$ cat config.mk
export PLATFORM = sky130hd
export DESIGN_NAME = time_code_pulse_sampler_top
export DESIGN_NICKNAME = d
export VERILOG_FILES = /design/src/tcps_pkg.sv /design/src/time_code_pulse_sampler_top.sv /design/src/tcps_sampler.sv
export SDC_FILE = /design/constraint.sdc
export NUM_CORES = 1
export LEC_CHECK = 0
export ABC_CLOCK_PERIOD_IN_PS = 4200
export CORE_MARGIN = 2
export CORE_UTILIZATION = 58
export DETAILED_ROUTE_END_ITERATION = 16
export DONT_BUFFER_PORTS = 1
export GPL_TIMING_DRIVEN = 0
export PLACE_DENSITY = 0.85
export SYNTH_ARGS = -nofsm -noshare
export SYNTH_HDL_FRONTEND = slang
export SYNTH_SLANG_ARGS = --single-unit
export TNS_END_PERCENT = 30
$ cat constraint.sdc
create_clock -name i_clk -period 4.2 [get_ports i_clk]
set_input_delay 0.42 -clock i_clk [delete_from_list [all_inputs] [get_ports i_clk]]
set_output_delay 0.42 -clock i_clk [all_outputs]
set_load 0.01 [all_outputs]
$ cat src/tcps_pkg.sv
// ----------------------------------------------------------------------------
// tcps_pkg
// Shared types and constants for the time code pulse sampler: sampler phase
// codes, pulse codes, register indexes and the pattern classification table.
// ----------------------------------------------------------------------------
package tcps_pkg;

    // Configuration port geometry.
    localparam int CFG_W     = 20;
    localparam int CFG_IDX_W = 4;

    // Register indexes of the configuration port.
    localparam logic [CFG_IDX_W-1:0] REG_FIRST_DELAY = 4'd0;
    localparam logic [CFG_IDX_W-1:0] REG_INTERVAL    = 4'd1;

    // Reset values of the configuration registers.
    localparam logic [CFG_W-1:0] FIRST_DELAY_RST = 20'd350;
    localparam logic [CFG_W-1:0] INTERVAL_RST    = 20'd100;

    // Second counter.
    localparam int               SEC_W    = 6;
    localparam logic [SEC_W-1:0] SEC_LAST = 6'd59;

    // Operation codes of an input item.
    localparam logic OP_TICK  = 1'b0;
    localparam logic OP_PULSE = 1'b1;

    // Sampler phase codes.
    localparam int                 PHASE_W     = 3;
    localparam logic [PHASE_W-1:0] PH_IDLE     = 3'd0;
    localparam logic [PHASE_W-1:0] PH_ARMED    = 3'd1;
    localparam logic [PHASE_W-1:0] PH_WAIT     = 3'd2;
    localparam logic [PHASE_W-1:0] PH_READ0    = 3'd3;
    localparam logic [PHASE_W-1:0] PH_READ1    = 3'd4;
    localparam logic [PHASE_W-1:0] PH_READ2    = 3'd5;
    localparam logic [PHASE_W-1:0] PH_DONE     = 3'd6;

    // Pulse codes.
    localparam logic [1:0] CODE_MARKER = 2'd0;
    localparam logic [1:0] CODE_HIGH   = 2'd1;
    localparam logic [1:0] CODE_LOW    = 2'd2;
    localparam logic [1:0] CODE_UNDEF  = 2'd3;

    // Marker run counter.
    localparam logic [1:0] RUN_MAX  = 2'd3;
    localparam logic [1:0] RUN_SYNC = 2'd2;

    // One classified second as it leaves the sampler.
    typedef struct packed {
        logic             valid;
        logic [1:0]       pulse_code;
        logic [SEC_W-1:0] second_index;
        logic             frame_synced;
        logic             minute_end;
    } t_result;

    // Sorts a 4-bit sample pattern (first sample in the MSB) into a pulse code.
    function automatic logic [1:0] classify(input logic [3:0] pattern);
        logic [1:0] code;
        case (pattern)
            4'h0:    code = CODE_MARKER;
            4'h4:    code = CODE_HIGH;
            4'h7:    code = CODE_LOW;
            4'h8:    code = CODE_HIGH;
            4'h9:    code = CODE_LOW;
            4'hA:    code = CODE_HIGH;
            4'hB:    code = CODE_LOW;
            4'hC:    code = CODE_HIGH;
            4'hD:    code = CODE_LOW;
            4'hE:    code = CODE_HIGH;
            4'hF:    code = CODE_LOW;
            default: code = CODE_UNDEF;
        endcase
        return code;
    endfunction

endpackage

$ cat src/time_code_pulse_sampler_top.sv
// ----------------------------------------------------------------------------
// time_code_pulse_sampler_top
// Samples the demodulated carrier of a time code signal four times per second
// and sorts each second into marker, high, low or undefined.
//
//   channel | direction | handshake                  | payload
//   --------+-----------+----------------------------+---------------------------
//   in      | sink      | i_in_valid / o_in_ready    | i_operation, i_carrier_level
//   out     | source    | o_out_valid / i_out_ready  | o_pulse_code, o_second_index,
//           |           |                            | o_frame_synced, o_minute_end
//   cfg     | sink      | i_cfg_valid / o_cfg_ready  | i_cfg_index, i_cfg_data
//
// One item is accepted per cycle unless the output side stalls. An item
// waits in the input register, then updates the sampler state; its
// result, if any, enters the output register with that state update.
// A synchronous active-low reset restores the register defaults and idles
// the sampler. When the output register holds an untaken result, the input
// register holds its item and input ready drops once that register is full.
// ----------------------------------------------------------------------------
module time_code_pulse_sampler_top #(
    parameter int TIMER_BITS = 20
) (
    input  logic                          i_clk,
    input  logic                          i_rst_n,
    // Input items.
    input  logic                          i_in_valid,
    output logic                          o_in_ready,
    input  logic                          i_operation,
    input  logic                          i_carrier_level,
    // Result items.
    output logic                          o_out_valid,
    input  logic                          i_out_ready,
    output logic [1:0]                    o_pulse_code,
    output logic [tcps_pkg::SEC_W-1:0]    o_second_index,
    output logic                          o_frame_synced,
    output logic                          o_minute_end,
    // Configuration writes.
    input  logic                          i_cfg_valid,
    output logic                          o_cfg_ready,
    input  logic [tcps_pkg::CFG_IDX_W-1:0] i_cfg_index,
    input  logic [tcps_pkg::CFG_W-1:0]    i_cfg_data
);
    import tcps_pkg::*;

    logic [CFG_W-1:0] r_delay;
    logic [CFG_W-1:0] r_interval;

    logic             r_in_valid;
    logic             r_in_op;
    logic             r_in_level;

    logic             r_out_valid;
    logic [1:0]       r_code;
    logic [SEC_W-1:0] r_second;
    logic             r_synced;
    logic             r_min_end;

    logic             w_advance;
    logic             w_step;
    t_result          w_result;

    // Configuration registers; unknown indexes are dropped.
    assign o_cfg_ready = 1'b1;

    always_ff @(posedge i_clk) begin
        if (!i_rst_n) begin
            r_delay    <= FIRST_DELAY_RST;
            r_interval <= INTERVAL_RST;
        end else if (i_cfg_valid) begin
            if (i_cfg_index == REG_FIRST_DELAY) begin
                r_delay <= i_cfg_data;
            end else if (i_cfg_index == REG_INTERVAL) begin
                r_interval <= i_cfg_data;
            end
        end
    end

    // The pipeline moves when the output register is free or being emptied.
    assign w_advance  = !r_out_valid || i_out_ready;
    assign w_step     = w_advance && r_in_valid;
    assign o_in_ready = !r_in_valid || w_advance;

    // Input register.
    always_ff @(posedge i_clk) begin
        if (!i_rst_n) begin
            r_in_valid <= 1'b0;
        end else if (o_in_ready) begin
            r_in_valid <= i_in_valid;
        end
    end

    always_ff @(posedge i_clk) begin
        if (o_in_ready && i_in_valid) begin
            r_in_op    <= i_operation;
            r_in_level <= i_carrier_level;
        end
    end

    // Sampler state and classification.
    tcps_sampler #(
        .TIMER_BITS (TIMER_BITS)
    ) u_sampler (
        .i_clk           (i_clk),
        .i_rst_n         (i_rst_n),
        .i_step          (w_step),
        .i_operation     (r_in_op),
        .i_carrier_level (r_in_level),
        .i_first_delay   (r_delay),
        .i_interval      (r_interval),
        .o_result        (w_result)
    );

    // Output register.
    always_ff @(posedge i_clk) begin
        if (!i_rst_n) begin
            r_out_valid <= 1'b0;
        end else if (w_advance) begin
            r_out_valid <= w_result.valid;
        end
    end

    always_ff @(posedge i_clk) begin
        if (w_advance && w_result.valid) begin
            r_code    <= w_result.pulse_code;
            r_second  <= w_result.second_index;
            r_synced  <= w_result.frame_synced;
            r_min_end <= w_result.minute_end;
        end
    end

    assign o_out_valid    = r_out_valid;
    assign o_pulse_code   = r_code;
    assign o_second_index = r_second;
    assign o_frame_synced = r_synced;
    assign o_minute_end   = r_min_end;

`ifndef SYNTH
    // A result never names a second outside the minute.
    a_second_range: assert property (@(posedge i_clk) disable iff (!i_rst_n)
        o_out_valid |-> (o_second_index <= SEC_LAST))
        else $error("second index out of range");

    // The minute-end flag marks exactly the last second.
    a_minute_end: assert property (@(posedge i_clk) disable iff (!i_rst_n)
        o_out_valid |-> (o_minute_end == (o_second_index == SEC_LAST)))
        else $error("minute end flag disagrees with second index");

    // A held input item is not lost while the output side stalls.
    a_in_hold: assert property (@(posedge i_clk) disable iff (!i_rst_n)
        (r_in_valid && !w_advance) |=> (r_in_valid && $stable(r_in_op)))
        else $error("stalled input item dropped");
`endif

endmodule

$ cat src/tcps_sampler.sv
// ----------------------------------------------------------------------------
// tcps_sampler
// Sampler state and the per-item update: second counter, tick timer, sample
// shift register, marker run and frame sync. Produces the classified second.
// ----------------------------------------------------------------------------
module tcps_sampler #(
    parameter int TIMER_BITS = 20
) (
    input  logic                      i_clk,
    input  logic                      i_rst_n,
    input  logic                      i_step,
    input  logic                      i_operation,
    input  logic                      i_carrier_level,
    input  logic [tcps_pkg::CFG_W-1:0] i_first_delay,
    input  logic [tcps_pkg::CFG_W-1:0] i_interval,
    output tcps_pkg::t_result         o_result
);
    import tcps_pkg::*;

    localparam int CMP_W = (TIMER_BITS > CFG_W) ? TIMER_BITS : CFG_W;
    localparam logic [TIMER_BITS-1:0] TIMER_MAX = {TIMER_BITS{1'b1}};

    logic [PHASE_W-1:0]    r_phase,   n_phase;
    logic [TIMER_BITS-1:0] r_elapsed, n_elapsed;
    logic [3:0]            r_bits,    n_bits;
    logic [SEC_W-1:0]      r_second,  n_second;
    logic [1:0]            r_run,     n_run;
    logic                  r_sync,    n_sync;

    logic [TIMER_BITS-1:0] w_inc;
    logic [CFG_W-1:0]      w_limit;
    logic                  w_hit;
    logic [3:0]            w_shifted;
    logic [1:0]            w_code;

    // Saturating tick count and the threshold of the current phase.
    assign w_inc     = (r_elapsed == TIMER_MAX) ? r_elapsed : r_elapsed + 1'b1;
    assign w_limit   = (r_phase == PH_WAIT) ? i_first_delay : i_interval;
    assign w_hit     = CMP_W'(w_inc) >= CMP_W'(w_limit);
    assign w_shifted = {r_bits[2:0], i_carrier_level};
    assign w_code    = classify(w_shifted);

    // Next state and result for one item.
    always_comb begin
        n_phase   = r_phase;
        n_elapsed = r_elapsed;
        n_bits    = r_bits;
        n_second  = r_second;
        n_run     = r_run;
        n_sync    = r_sync;
        o_result  = '0;

        if (i_operation == OP_PULSE) begin
            n_second = (r_second == SEC_LAST) ? '0 : r_second + 1'b1;
            n_phase  = PH_ARMED;
        end else begin
            case (r_phase)
                PH_ARMED: begin
                    n_elapsed = '0;
                    n_bits    = '0;
                    n_phase   = PH_WAIT;
                end
                PH_WAIT, PH_READ0, PH_READ1, PH_READ2: begin
                    if (!w_hit) begin
                        n_elapsed = w_inc;
                    end else begin
                        n_elapsed = '0;
                        n_bits    = w_shifted;
                        if (r_phase != PH_READ2) begin
                            n_phase = r_phase + 1'b1;
                        end else begin
                            n_phase = PH_DONE;
                            if (w_code == CODE_MARKER) begin
                                n_run = (r_run == RUN_MAX) ? r_run : r_run + 1'b1;
                            end else begin
                                n_run = '0;
                            end
                            if (n_run == RUN_SYNC) begin
                                n_second = '0;
                                n_sync   = 1'b1;
                            end
                            o_result.valid        = 1'b1;
                            o_result.pulse_code   = w_code;
                            o_result.second_index = n_second;
                            o_result.frame_synced = n_sync;
                            o_result.minute_end   = (n_second == SEC_LAST);
                        end
                    end
                end
                default: begin
                    // Idle, done and the unused code ignore ticks.
                end
            endcase
        end
        if (!i_step) begin
            o_result.valid = 1'b0;
        end
    end

    // State registers.
    always_ff @(posedge i_clk) begin
        if (!i_rst_n) begin
            r_phase   <= PH_IDLE;
            r_elapsed <= '0;
            r_bits    <= '0;
            r_second  <= '0;
            r_run     <= '0;
            r_sync    <= 1'b0;
        end else if (i_step) begin
            r_phase   <= n_phase;
            r_elapsed <= n_elapsed;
            r_bits    <= n_bits;
            r_second  <= n_second;
            r_run     <= n_run;
            r_sync    <= n_sync;
        end
    end

endmodule

==> results.ini, run 1 <==
[global_routing]
antenna_found_initial=0
grt_use_total_pct=27.2
grt_max_degree=17
grt_pass1_vias=4155
grt_pass1_wl_um=19300
grt.overflow.total=0

[sta]
fin_crit_ps=4010
hold_slack_ps=152
skew_ps=11.1
max_freq_mhz=249
setup_tns_ps=0
slew_viol_final=0
hold_viol_final=0
fin_ws_ps=188
finalCritPeriodShare_pct=95.5
max_slew_margin_pct=29.2
worstMarginPinSlew_ps=1050
finalSetupViolCount=0

[pwr]
leakagePower_uw=0.00198
total_power_uw=1600
vdd_drop_max_uv=223
p_per_area_nw_per_um2=301

[cells_and_area]
final_cell_mix=nand2_1, dfxtp_1, a21oi_1, nand3_1
nFillCells=657
final_common_cell=nand2_1
nNetsFinal=648
syn2layout_area_growth_pct=10.4
diodes=0
drive_above_1_share_pct=9.56

[worst_setup_path]
cpMostUsedCell=ha_1
start_kind=register
reg2reg_from=u_sampler.r_elapsed[0]$_SDFFE_PN0P_
worstPathArrival_ps=4280
cp_max_fo=10
path_cells=ha_1 > and3_1 > nand4_1 > nor2_2 > or4b_4 > xnor2_2 > ha_1 > a21oi_1 > o21ai_0 > a22o_2 > or4_4 > buf_4 > o311a_1 > nor4_2
critical_path_class=reg2reg
endpoint_kind=register
slowest_stage=or4_4
max_stage_delay_ps=580
critPathRequiredTime_ps=4470
crit_start=u_sampler.r_elapsed[0]$_SDFFE_PN0P_

[min_path]
worstHoldStart=i_carrier_level
min-delay-path-class=in2reg

[synthesis]
synth_top_area_share_pct=32.0
synth_area_leaders=dfxtp_1, nand2_1, edfxtp_1
synthCells=577
ys_warn_count=0
synth_edf_count=12
synth_seq_area_share_pct=39.5
yosysTopAreaCell=dfxtp_1
ys_types=56
yosys_register_bits=89
async_flop_share_pct=0
syn_nets=634
synth_flop_cell=dfxtp_1
avgSynthCellArea_um2=8.35
syn_area_um2=4820

[drt]
drt-initial-drc-count=278
num_vias=4364
drtPass1Iterations=5
wl_per_cell_um=17.2
viasPerCell=6.23
detail-route-antenna-nets=0
wirelength_um=12100
drcViolationCount=0

[floorplanning]
initial_core_util_pct=59.2
io_pins=44
rows=33
die_w_um=95.1
fp.dieH_um=95.1
coreArea_um2=8130
die_area_um2=9050

[clock_network]
clock_latency_ps=360
cts_buffers=9
tritoncts=yes
cts_hold_buf=0
cts.sinks=89
max-clock-path-buffers=2
cts_root_buf=clkbuf_8
clk_pin_slew_ps=90
htree_levels=3

[placement]
hpwl_um=8720
routabilityCongestion=0.895
post-place-ws_ps=-547
port_buffers=0

[status]
outcome=completed

[job]
cap_violations=0

## logic make-up (layout without fill, tap and decap cells)
family / after synthesis / count (layout) / share of synthesized area [%]
simple gates: 266 / 266 / 27.1
buf+inv: 38 / 57 / 3.12
mux: 23 / 23 / 4.83
compound gates: 118 / 118 / 15.7
other cells: 1 / 1 / 0.0779
fa+ha+maj: 26 / 26 / 6.75
flops: 89 / 89 / 39.5
xor+xnor: 16 / 16 / 2.91
## per-layer routing
metal / global-route usage [%] / up-vias / share of wire, %
met4: 13.5 / 0 / 3.2
met2: 46.6 / 163 / 49
met5: 0 / - / 0
met3: 6.17 / 35 / 5.0
met1: 32.0 / 2067 / 42
li1: - / 2099 / -
## registers in the layout (all words and copies together), names as in the netlist, 2 cells and up
name,cells
r_delay,20
r_interval,20
u_sampler.r_elapsed,20
o_second_index,6
u_sampler.r_second,6
u_sampler.r_bits,3
u_sampler.r_phase,3
o_pulse_code,2
u_sampler.r_run,2
## cells in the mapped netlist, drive strengths merged (10+ instances only)
master / count
and2: 10
edfxtp: 12
mux2i: 21
clkbuf: 22
a22o: 11
nand2: 114
ha: 26
nand3: 36
nand4: 10
a21oi: 51
dfxtp: 77
o21ai: 14
nor2: 29
nor3: 16
## through the flow
stage | util, % | cell area [µm²] | std cells
after floorplan | - | 4820 | 577
after global placement | 60.8 | 4950 | 682
after detailed placement | 60.8 | 4950 | 682
after CTS | 64.3 | 5230 | 699
after global routing | 65.4 | 5320 | 701
final | 65.4 | 5320 | 701
## power by group
part | total [µW] | leakage [µW] | internal (µW) | switching [µW]
Combinational | 87.2 | 0.00116 | 28.1 | 59.2
Clock | 639 | 0.000109 | 316 | 322
Sequential | 875 | 0.000711 | 869 | 6.52
## layout make-up
class	instances	area (µm²)	area share (%)
multi-input cells	450	2880	54.1
flip-flops and latches	89	1900	35.8
clock buffers	10	149	2.80
well taps	105	131	2.47
plain buffers	29	124	2.33
clock inverters	6	68.8	1.29
repair buffers	5	37.5	0.706
inverters	7	26.3	0.494
## what timing repair did
item	in CTS	in global routing
pin swaps	1	2
gates resized for setup	13	16
setup endpoints to repair	45	48
buffers inserted	1	4
hold endpoints to repair	0	0
## path summary, 6_finish.rpt
| kind | end | slack (ps) | cells after the start |
|---|---|---|---|
| hold reg to reg | r_delay[5]$_SDFFE_PN0P_ | 460 | 2 |
| hold / removal | r_in_level$_DFFE_PP_ | 150 | 0 |
| setup / recovery | u_sampler.r_phase[2]$_SDFFE_PN0P_ | 190 | 14 |
| setup reg to reg | u_sampler.r_phase[2]$_SDFFE_PN0P_ | 190 | 14 |
## critical path: cells and delay by family, from the launching register on
| kind | cells | cell delay (ps) |
|---|---|---|
| xor gates and xnor gates | 1 | 160 |
| and+or+nand+nor | 6 | 1800 |
| adders and majority gates | 2 | 610 |
| buffers and inverters | 1 | 200 |
| DFF | 1 | 380 |
| AOI/OAI and AO/OA | 4 | 740 |
Power figures use the tool's default switching activity.
==> inputs of run 2 (changes only) <==
--- a/config.mk
+++ b/config.mk
@@ -5,13 +5,14 @@
 export SDC_FILE = /design/constraint.sdc
 export NUM_CORES = 1
 export LEC_CHECK = 0
+export ABC_AREA = 1
 export ABC_CLOCK_PERIOD_IN_PS = 4200
 export CORE_MARGIN = 2
-export CORE_UTILIZATION = 58
+export CORE_UTILIZATION = 55
 export DETAILED_ROUTE_END_ITERATION = 16
 export DONT_BUFFER_PORTS = 1
 export GPL_TIMING_DRIVEN = 0
-export PLACE_DENSITY = 0.85
+export PLACE_DENSITY = 0.82
 export SYNTH_ARGS = -nofsm -noshare
 export SYNTH_HDL_FRONTEND = slang
 export SYNTH_SLANG_ARGS = --single-unit
==> run 2 against run 1 <==
Against the previous run:
- sequential share of layout area rose by 0.32 points
- utilization decreased by 5.0 points
- combinational power increased by 39%
- routed wire length fell by 3.3%
- sequential power rose by 1%
- flip-flop and latch count did not move
- cell count is 18% higher
==> results.ini, run 2 <==
[status]
outcome=completed

[pwr]
clockPowerShare_pct=35.2
switching_share_pct=26.9
p_per_area_nw_per_um2=295
comb_power_share_pct=7.8
switching_power_uw=418
intPower_uw=1130
leakagePower_uw=0.00225
seqPwrFrac_pct=57.0
vdd_drop_max_uv=187

[synthesis]
syn_area_um2=4950
synth_flop_cell=dfxtp_1
synthCells=706
synth_edf_count=12
syn_nets=763
yosysTopAreaCell=dfxtp_1
synth_common_cells=nand2_1, nor2_1, inv_1, dfxtp_1, o21ai_0
synth_most_common_cell=nand2_1
yosys_register_bits=89
synth_area_leaders=dfxtp_1, nand2_1, nor2_1
async_flop_share_pct=0
avgSynthCellArea_um2=7.01
ys_types=40
ys_warn_count=0
synth_top_area_share_pct=31.1
synth_seq_area_share_pct=38.4

[cells_and_area]
syn2layout_area_growth_pct=6.37
top_regs=r_delay: 20 flops, r_interval: 20 flops, u_sampler.r_elapsed: 20 flops
multi_input_area_um2=2630
final_cell_mix=nand2_1, nor2_1, inv_1, dfxtp_1, o21ai_0
diodes=0
drive_above_1_share_pct=6.51
final_common_cell=nand2_1
nFillCells=786
nNetsFinal=774
regArea_um2=1900

[worst_setup_path]
cp_max_fo=11
critical_path_class=reg2reg
critPathRequiredTime_ps=4230
reg2reg_depth=16
worstPathArrival_ps=3750
endpoint_kind=register
start_kind=register

[drt]
wirelength_um=11700
drcViolationCount=0
detail-route-antenna-nets=0
viasPerCell=5.53
num_vias=4588
wl_per_cell_um=14.1
drt-initial-drc-count=274
drtPass1Iterations=7

[clock_network]
htree_levels=3
clk_pin_slew_ps=90
tritoncts=yes
cts.sinks=89
max-clock-path-buffers=2
cts_root_buf=clkbuf_8
cts_buffers=9
clock_latency_ps=360

[sta]
setup_tns_ps=0
skew_ps=15.4
rsz0062_at_grt=false
worstMarginPinSlew_ps=567
slew_viol_final=0
fin_crit_ps=3720
hold_viol_final=0
finalSetupViolCount=0
max_freq_mhz=268
hold_slack_ps=147
finalCritPeriodShare_pct=88.7
max_slew_margin_pct=62.2

[placement]
routabilityCongestion=0.932
hpwl_um=8770
port_buffers=0

[min_path]
hold_depth=0
min-delay-path-class=in2reg

[global_routing]
grt_max_degree=17
antenna_found_initial=0
grt.overflow.total=0
grt_pass1_vias=4435
grt_use_total_pct=25.2
grt_pass1_wl_um=20000

[floorplanning]
die_area_um2=9770
die_w_um=98.9
io_pins=44
initial_core_util_pct=56.8
fp.dieH_um=98.9
rows=34
coreArea_um2=8720

[job]
cap_violations=0

[run 2: cell count changes after synthesis, sizes merged, moves of 9 or more]
cell | previous run | this run
o31ai | 9 | 0
and2 | 10 | 1
nand2 | 114 | 163
o21ai | 14 | 57
a22o | 11 | 0
inv | 7 | 84
mux2i | 21 | 6
nor2 | 29 | 110
[run 2: per-layer routing]
layer  GRT usage (%)  part of all wire, %
met1            32.2                   43
met2            42.7                   48
met4            8.85                  1.1
met3            4.68                  6.9
met5               0                    0
[run 2: worst max-delay path, cell delays in order, from the launching register on]
cell and delay, ps:
dfxtp_1 470, ha_1 250, nand3_1 130, nor3_1 290
and2_2 240, nand2_2 130, buf_6 200, nand3_1 150
ha_1 180, nand2_1 50, nor2_1 150, nand2_1 110
nor3_1 140, nand2_1 200, nand2_1 180, nand3_1 160
inv_1 360
[run 2: through the flow]
step | cells | setup WS [ps] | total power, µW | util (%) | area, µm²
6_report | 830 | 475 | 1550 | 60.4 | 5270
3_3_place_gp | 814 | 499 | 1020 | 58.3 | 5080
3_5_place_dp | 814 | 420 | 1020 | 58.3 | 5080
2_1_floorplan | 706 | 1170 | 994 | - | 4950
5_1_grt | 830 | 129 | 1610 | 60.4 | 5270
4_1_cts | 830 | 405 | 1560 | 60.3 | 5260
[run 2: worst paths after layout]
check             slack (ps)                          to                           startpoint
setup / recovery         480  o_minute_end$_SDFFCE_PP0P_  u_sampler.r_elapsed[0]$_SDFFE_PN0P_
hold / removal           150           r_in_op$_DFFE_PP_                          i_operation
hold reg to reg          460     r_delay[7]$_SDFFE_PN0P_              r_delay[7]$_SDFFE_PN0P_
setup reg to reg         480  o_minute_end$_SDFFCE_PP0P_  u_sampler.r_elapsed[0]$_SDFFE_PN0P_
[run 2: timing repair]
item,4_1_cts,5_1_grt
resized for setup,0,1
hold buffers,0,0
endpoints found under the setup margin,0,5
setup buffers,0,0
[run 2: cells by family (layout without fill, tap and decap cells)]
kind of cell	after synthesis	count (layout)	share of synthesized area, %
AO/OA/AOI/OAI	107	107	11.7
flip-flops	89	89	38.4
buffers and inverters	106	122	8.47
multiplexers	6	6	1.21
other	1	1	0.0758
adder cells (fa/ha/maj)	26	26	6.57
XOR/XNOR	14	14	2.48
AND/OR/NAND/NOR	357	357	31.1
[run 2: power groups by stage]
| stage | Sequential [µW] | Combinational [µW] | Clock [µW] |
|---|---|---|---|
| 3_3_place_gp | 904 | 114 | 0 |
| 3_5_place_dp | 905 | 119 | 0 |
| 6_report | 885 | 121 | 546 |
| 4_1_cts | 885 | 120 | 552 |
| 5_1_grt | 888 | 139 | 587 |
| 2_1_floorplan | 902 | 91.9 | 0 |
[run 2: layout make-up]
class / instances / share of cell area, %
multi-input cells: 511 / 50.0
flip-flops and latches: 89 / 36.1
inverters: 84 / 5.99
well taps: 108 / 2.57
clock buffers: 10 / 2.42
plain buffers: 22 / 1.97
clock inverters: 6 / 0.951
==> inputs of run 3 (changes only) <==
--- a/config.mk
+++ b/config.mk
@@ -6,13 +6,13 @@
 export NUM_CORES = 1
 export LEC_CHECK = 0
 export ABC_AREA = 1
-export ABC_CLOCK_PERIOD_IN_PS = 4200
+export ABC_CLOCK_PERIOD_IN_PS = 3700
 export CORE_MARGIN = 2
 export CORE_UTILIZATION = 55
 export DETAILED_ROUTE_END_ITERATION = 16
 export DONT_BUFFER_PORTS = 1
 export GPL_TIMING_DRIVEN = 0
-export PLACE_DENSITY = 0.82
+export PLACE_DENSITY = 0.7
 export SYNTH_ARGS = -nofsm -noshare
 export SYNTH_HDL_FRONTEND = slang
 export SYNTH_SLANG_ARGS = --single-unit
==> constraint.sdc (replaced) <==
create_clock -name i_clk -period 3.7 [get_ports i_clk]
set_input_delay 0.37 -clock i_clk [delete_from_list [all_inputs] [get_ports i_clk]]
set_output_delay 0.37 -clock i_clk [all_outputs]
set_load 0.01 [all_outputs]
==> run 3 against run 2 <==
Against the previous run:
- die area unchanged
- flip-flop and latch count unchanged
- design area increased by 1.4%
- critical endpoint unchanged
- clock power increased by 23%
- sequential share of layout area decreased by 0.47 points
- cell count increased by 0.24%
==> results.ini, run 3 (synthesized netlist as in run 2, its figures left out) <==
[status]
outcome=completed

[worst_setup_path]
endpoint_kind=register
start_kind=register
worstPathArrival_ps=3540
path_cells=inv_1 > ha_1 > inv_1 > nor2_2 > clkbuf_1 > o21ai_0 > ha_1 > nand2_1 > nor2_1 > nand2_1 > nor3_1 > nand2_2 > nand2_2 > nand3_2 > clkinvlp_4 > buf_4
critPathRequiredTime_ps=3790
slowest_stage=clkbuf_1
critical_path_class=reg2reg
cp_top_family=simple AND/OR/NAND/NOR gates
max_stage_delay_ps=390
cp_max_fo=10
path_buf_inv=5

[pwr]
clockPowerShare_pct=37.0
switching_power_uw=515
leakagePower_uw=0.00228
intPower_uw=1300
comb_power_share_pct=7.7
switching_share_pct=28.3
p_per_area_nw_per_um2=340
vdd_drop_max_uv=229
seqPwrFrac_pct=55.3

[cells_and_area]
syn2layout_area_growth_pct=7.84
final_common_cell=nand2_1
diodes=0
drive_above_1_share_pct=8.43
final_cell_mix=nand2_1, nor2_1, inv_1, dfxtp_1, o21ai_0
top_regs=r_delay: 20 flops, r_interval: 20 flops, u_sampler.r_elapsed: 20 flops
nNetsFinal=776
final-instance-count-excl-fill=832
nFillCells=800
fin_area_um2=5340
final_util_pct=61.2

[placement]
placed_area_um2=5080
port_buffers=0
hpwl_um=8890
routabilityCongestion=0.876
place_inst=814

[clock_network]
tritoncts=yes
cts.sinks=89
clock_latency_ps=380
clk_pin_slew_ps=100
cts_root_buf=clkbuf_8
cts_buffers=9
max-clock-path-buffers=2
htree_levels=3

[sta]
hold_viol_final=0
slew_viol_final=0
skew_ps=14.1
finalCritPeriodShare_pct=93.2
rsz0062_at_grt=false
max_freq_mhz=290
worstMarginPinSlew_ps=581
fin_crit_ps=3450
hold_slack_ps=78.0
finalSetupViolCount=0
max_slew_margin_pct=61.2
setup_tns_ps=0

[floorplanning]
initial_core_util_pct=56.8
rows=34
coreArea_um2=8720
die_w_um=98.9
io_pins=44
fp.dieH_um=98.9
die_area_um2=9770

[drt]
wl_per_cell_um=14.5
viasPerCell=5.52
detail-route-antenna-nets=0
num_vias=4589
drt-initial-drc-count=211
drtPass1Iterations=5
wirelength_um=12000
drcViolationCount=0

[global_routing]
grt_pass1_wl_um=20100
grt_use_total_pct=25.6
grt_max_degree=19
antenna_found_initial=0
grt.overflow.total=0
grt_pass1_vias=4289

[min_path]
min-delay-path-class=in2reg

[job]
cap_violations=0

==> run 3: changes by cell type in the layout (fill, tap and decap cells not counted), sizes merged <==
cell,before,now
clkinvlp,4,1
inv,86,89
buf,5,7
clkbuf,27,26
clkinv,0,1
==> run 3: layout make-up <==
class / instances / area, µm² / share of cell area, %
Buffer: 22 / 105 / 1.97
Clock buffer: 9 / 124 / 2.32
Clock inverter: 7 / 66.3 / 1.24
Inverter: 84 / 319 / 5.98
Multi-Input combinational cell: 511 / 2670 / 50.0
Sequential cell: 89 / 1900 / 35.7
Tap cell: 108 / 135 / 2.53
Timing Repair Buffer: 2 / 15.0 / 0.281
==> run 3: power groups by stage <==
stage | clock network [µW] | logic, µW | registers [µW]
after floorplan | 0 | 104 | 1020
after global placement | 0 | 132 | 1030
after detailed placement | 0 | 135 | 1030
after CTS | 681 | 137 | 1010
after global routing | 716 | 159 | 1010
final | 672 | 139 | 1010
==> run 3: layer usage <==
metal	up-vias	global-route usage, %	wire length, µm
li1	2311	-	-
met1	2142	35.7	5640
met2	126	40.1	5550
met3	10	5.11	739
met4	0	7.90	106
met5	-	0	0
==> run 3: worst register-to-register path, cell delays in order (launching register included) <==
cell	delay [ps]
dfxtp_1	350
inv_1	110
ha_1	150
inv_1	40
nor2_2	280
clkbuf_1	390
o21ai_0	210
ha_1	330
nand2_1	60
nor2_1	140
nand2_1	100
nor3_1	230
nand2_2	170
nand2_2	130
nand3_2	140
clkinvlp_4	120
buf_4	190
==> run 3: metrics by stage <==
| stage | power (µW) | setup slack [ps] |
|---|---|---|
| floorplan | 1130 | 674 |
| global placement | 1160 | -131 |
| detailed placement | 1160 | -190 |
| CTS | 1820 | 4.09 |
| global route | 1880 | 19.4 |
| finish | 1820 | 251 |
==> run 3: worst paths after layout <==
kind,startpoint,end,slack [ps],depth (start not counted)
setup reg to reg,u_sampler.r_phase[0]$_SDFFE_PN0P_,o_minute_end$_SDFFCE_PP0P_,250,16
setup / recovery,u_sampler.r_phase[0]$_SDFFE_PN0P_,o_minute_end$_SDFFCE_PP0P_,250,16
hold reg to reg,r_delay[17]$_SDFFE_PN0P_,r_delay[17]$_SDFFE_PN0P_,460,2
hold / removal,i_carrier_level,r_in_level$_DFFE_PP_,80,0
==> run 3: repair_timing <==
action	4_1_cts	5_1_grt
setup endpoints to repair	27	25
gates resized for setup	5	9
pin swaps	0	0
hold buffers	0	0
setup buffers	2	0
